$ cat config.mk
export PLATFORM = sky130hd
export DESIGN_NAME = fgwl_ram
export DESIGN_NICKNAME = d
export VERILOG_FILES = /design/src/rtl/functional_graph_walk_length_assert.svh /design/src/rtl/fgwl_ram.sv
export SDC_FILE = /design/constraint.sdc
export NUM_CORES = 2
export LEC_CHECK = 0
export BUFFER_PORTS_ARGS = -buffer_cell sky130_fd_sc_hd__buf_4
export CORE_MARGIN = 2
export CORE_UTILIZATION = 43
export DETAILED_ROUTE_END_ITERATION = 16
export SLEW_MARGIN = 10
export SYNTH_ARGS = -nofsm -noshare
export SYNTH_HDL_FRONTEND = slang
export SYNTH_SLANG_ARGS = --single-unit
$ cat constraint.sdc
create_clock -name i_clk -period 3.35 [get_ports i_clk]
set_input_delay 0.335 -clock i_clk [delete_from_list [all_inputs] [get_ports i_clk]]
set_output_delay 0.335 -clock i_clk [all_outputs]
set_load 0.005 [all_outputs]
$ cat src/rtl/functional_graph_walk_length_assert.svh
// Assertion macros for the walk-length RTL.
// Depends on nothing; included by modules that check their own logic.
`ifndef FUNCTIONAL_GRAPH_WALK_LENGTH_ASSERT_SVH
`define FUNCTIONAL_GRAPH_WALK_LENGTH_ASSERT_SVH

`ifndef SYNTHESIS
`define FGWL_ASSERT_IMP(label, clk, rst_n, ante, cons) \
    label: assert property (@(posedge clk) disable iff (!(rst_n)) (ante) |-> (cons)) \
        else $error("fgwl assertion failed");
`define FGWL_ASSERT_NXT(label, clk, rst_n, ante, cons) \
    label: assert property (@(posedge clk) disable iff (!(rst_n)) (ante) |=> (cons)) \
        else $error("fgwl assertion failed");
`else
`define FGWL_ASSERT_IMP(label, clk, rst_n, ante, cons)
`define FGWL_ASSERT_NXT(label, clk, rst_n, ante, cons)
`endif

`endif

$ cat src/rtl/fgwl_ram.sv
// Generic simple dual-port RAM: one write port, one read port, registered read.
// Depends on nothing; instantiated for the successor table and visited map.
`timescale 1ns / 1ps
`default_nettype none

module fgwl_ram #(
    parameter int WIDTH = 8,
    parameter int DEPTH = 256
) (
    input  wire logic                     i_clk,
    input  wire logic                     i_we,
    input  wire logic [$clog2(DEPTH)-1:0] i_waddr,
    input  wire logic [WIDTH-1:0]         i_wdata,
    input  wire logic [$clog2(DEPTH)-1:0] i_raddr,
    output logic      [WIDTH-1:0]         o_rdata
);

    logic [WIDTH-1:0] r_mem [DEPTH];

    always_ff @(posedge i_clk) begin
        if (i_we) begin
            r_mem[i_waddr] <= i_wdata;
        end
        o_rdata <= r_mem[i_raddr];
    end

endmodule

`default_nettype wire

==> results.yml <==
cells_and_area:
  drive_gt1_frac: 0.280
  area_delta_synth_final_pct: 15.6
  seq_area_sq_mm: 0.0617
  multi_input_comb_area_sq_mm: 0.0165
  n_fill_cell: 14712
  nets: 4188
clock_network:
  cts_made_buffers: 204
  clockBufferDepth: 3
  post_cts_buffers: 0
  path_clk_slew_ns: 0.06
  clock_latency_ns: 0.87
  ctsResizeCount: 0
  root_buffer: "clkbuf_16"
  htreeDepth: 4
  cts_tree: "built"
  clock_sinks: 2056
grt:
  grt_pass1_vias: 39903
  track_usage: 0.218
  grt-ovfl-total: 0
  grt_first_pass_wirelength_microns: 293000
  antenna_found_initial: 8
  grt_max_degree: 118
synth:
  avgSynthCellArea_sq_um: 21.3
  ys_warn_count: 0
  synthTopCellsByArea: "edfxtp_1, mux4_2, mux2i_1"
  synth.top_cell.area_share: 0.773
  ys_types: 55
  yosysTopAreaCell: "edfxtp_1"
  netlist_instances: 3733
  synthFlopType: "edfxtp_1"
  synth_edf_count: 2048
  synthArstFlopShare: 0
  synth.top_cells.by_count: "edfxtp_1, mux4_2, nor2_1, mux2i_1, a22oi_1"
  syn_nets: 3759
  yosys_register_bits: 2056
  ys_seq_area_frac: 0.775
  syn_area_sq_mm: 0.0796
  synthMostInstantiatedCell: "edfxtp_1"
critical_path:
  r2r_cells: 7
  worstSetupStartpointType: "flip-flop"
  required_ns: 4.05
  cp_max_fo: 1
  reg2reg_from: "r_mem[27][5]"
  setup.worst_path.end_class: "flip-flop"
  r2r_end: "o_rdata[5]"
  r2r_setup_slack_ns: 0.35
  worstPathArrival_ns: 3.70
  worst-setup-path-type: "flip-flop to flip-flop"
timing:
  setup_viol: 0
  clock.fmax_mhz: 333
  rsz0062_at_grt: "false"
  hold_viol: 0
  slew_headroom: 0.297
  fin_setup_tns_ns: 0
  skew_ns: 0.0423
  finalCritPeriodShare: 0.896
  fin_ws_ns: 0.349
  fin_crit_ns: 3.00
  drv_slew: 0
  worst_pin_slew_ns: 1.04
power_and_ir_drop:
  p_switching_mw: 11.6
  pwr-share-comb: 0.051
  p_per_area_mw_per_mm2: 585
  p_seq_frac: 0.528
  ir_drop_uv: 575
  p_sw_frac: 0.215
  clkPwrFrac: 0.421
  p_int_mw: 42.3
  leakage_nw: 29.0
placed_design:
  gp_congestion: 0.839
  hpwl_microns: 131000
  place.port_buffers: 33
  post-place-ws_ns: -0.352
detailed_routing:
  finalWirelength_microns: 205000
  antenna_left: 0
  dr.pass1.iters: 5
  drt_first_iter_violations: 5344
  vias: 40243
  wire_per_inst_microns: 30.2
  viasPerCell: 5.92
  drc: 0
run_status:
  status: "completed"
floorplan:
  core_area_sq_mm: 0.183
  start_util: 0.434
  fp.dieArea_sq_mm: 0.188
  dieHeight_microns: 434
  ioPinCount: 34
  row_count: 157
  die_w_microns: 434
min_path:
  hp-start: "i_wdata[5]"
  min_path_type: "input pin to flip-flop"
  worst_hold_path.endpoint: "r_mem[2][5]"
  hold_path_depth: 1
flow_run:
  maxCapViolCount: 0
-- metal layers --
layer | GRT usage | part of all wire | vias up
li1 | - | - | 16558
met1 | 0.322 | 0.42 | 21582
met2 | 0.336 | 0.47 | 1824
met3 | 0.0353 | 0.081 | 279
met4 | 0.0635 | 0.027 | 0
met5 | 0 | 0 | -
-- layout make-up --
| type | instances | share of cell area |
|---|---|---|
| sequential | 2056 | 0.670 |
| multi-input combinational | 1442 | 0.180 |
| clock buffer | 247 | 0.0573 |
| timing repair buffer | 456 | 0.0441 |
| tap | 2464 | 0.0335 |
| clock inverter | 131 | 0.0148 |
| inverter | 2 | 0.0000816 |
| antenna | 3 | 0.0000816 |
-- placed cells by master, fill, tap and decap left out, types with 5 or more instances in the layout --
| cell type | instances |
|---|---|
| nor2_1 | 279 |
| nand2_1 | 33 |
| a22oi_1 | 133 |
| clkinv_1 | 56 |
| clkbuf_1 | 43 |
| a221oi_1 | 13 |
| nor2b_1 | 28 |
| dlygate4sd3_1 | 5 |
| bufinv_16 | 22 |
| nor3_1 | 22 |
| buf_4 | 397 |
| a21oi_1 | 96 |
| o221ai_1 | 46 |
| o22ai_1 | 28 |
| dfxtp_1 | 8 |
| nand3_1 | 29 |
| nand3_2 | 5 |
| clkinv_2 | 33 |
| o21ai_0 | 10 |
| edfxtp_1 | 2048 |
| mux4_2 | 454 |
| and2_1 | 6 |
| inv_6 | 6 |
| buf_12 | 44 |
| nand2b_1 | 8 |
| nor4_1 | 21 |
| nand4_1 | 10 |
| buf_8 | 9 |
| nor4_2 | 6 |
| a22o_1 | 8 |
| mux2i_1 | 134 |
| o211ai_1 | 10 |
| clkbuf_16 | 204 |
| o22a_1 | 5 |
| a211oi_1 | 16 |
-- cell families after synthesis --
group	after synthesis	share of synthesized area
multiplexers	591	0.146
AND/OR/NAND/NOR	466	0.0263
AO/OA/AOI/OAI	385	0.0342
buffers and inverters	235	0.0183
flip-flops	2056	0.775
-- worst max path at each step --
stage,start,endpoint
floorplan,i_raddr[0],o_rdata[2]
global placement,i_raddr[0],o_rdata[0]
detailed placement,i_raddr[0],o_rdata[0]
CTS,r_mem[27][5],o_rdata[5]
global route,r_mem[27][5],o_rdata[5]
finish,r_mem[27][5],o_rdata[5]
-- stage by stage --
stage / utilization / power (mW) / area, sq um / instances / hold WS [ns]
2_1_floorplan: - / 30.3 / 79600 / 3733 / 0.434
3_3_place_gp: 0.465 / 31.7 / 85300 / 6415 / 0.852
3_5_place_dp: 0.465 / 31.7 / 85300 / 6415 / 0.859
4_1_cts: 0.501 / 54.2 / 92000 / 6798 / 0.0291
5_1_grt: 0.501 / 55.3 / 92000 / 6799 / 0.0325
6_report: 0.501 / 53.8 / 92000 / 6801 / 0.0368
-- critical path, cell delays in order, from the launching register on --
cell and delay, ns:
edfxtp_1 0.37, mux4_2 0.51, a22o_1 0.25, a221oi_1 0.53, o221ai_1 0.24, a211oi_1 0.68, buf_4 0.23, nor4_1 0.04
-- power by group through the flow --
stage	registers, mW	clock network (mW)	logic, mW
after floorplan	28.9	0	1.38
after global placement	29.0	0	2.73
after detailed placement	29.0	0	2.76
after CTS	28.4	23.0	2.77
after global routing	28.4	24.0	2.89
final	28.4	22.7	2.75
-- registers in the layout, summed over array words and instances, names as in the netlist --
name and flops:
o_rdata 8, r_mem 2048
-- repair_timing --
action | CTS | global route
hold endpoints to repair | 100 | 0
hold buffers | 5 | 0
setup endpoints to repair | 0 | 0
No activity file was read; power rests on OpenSTA's default activity.
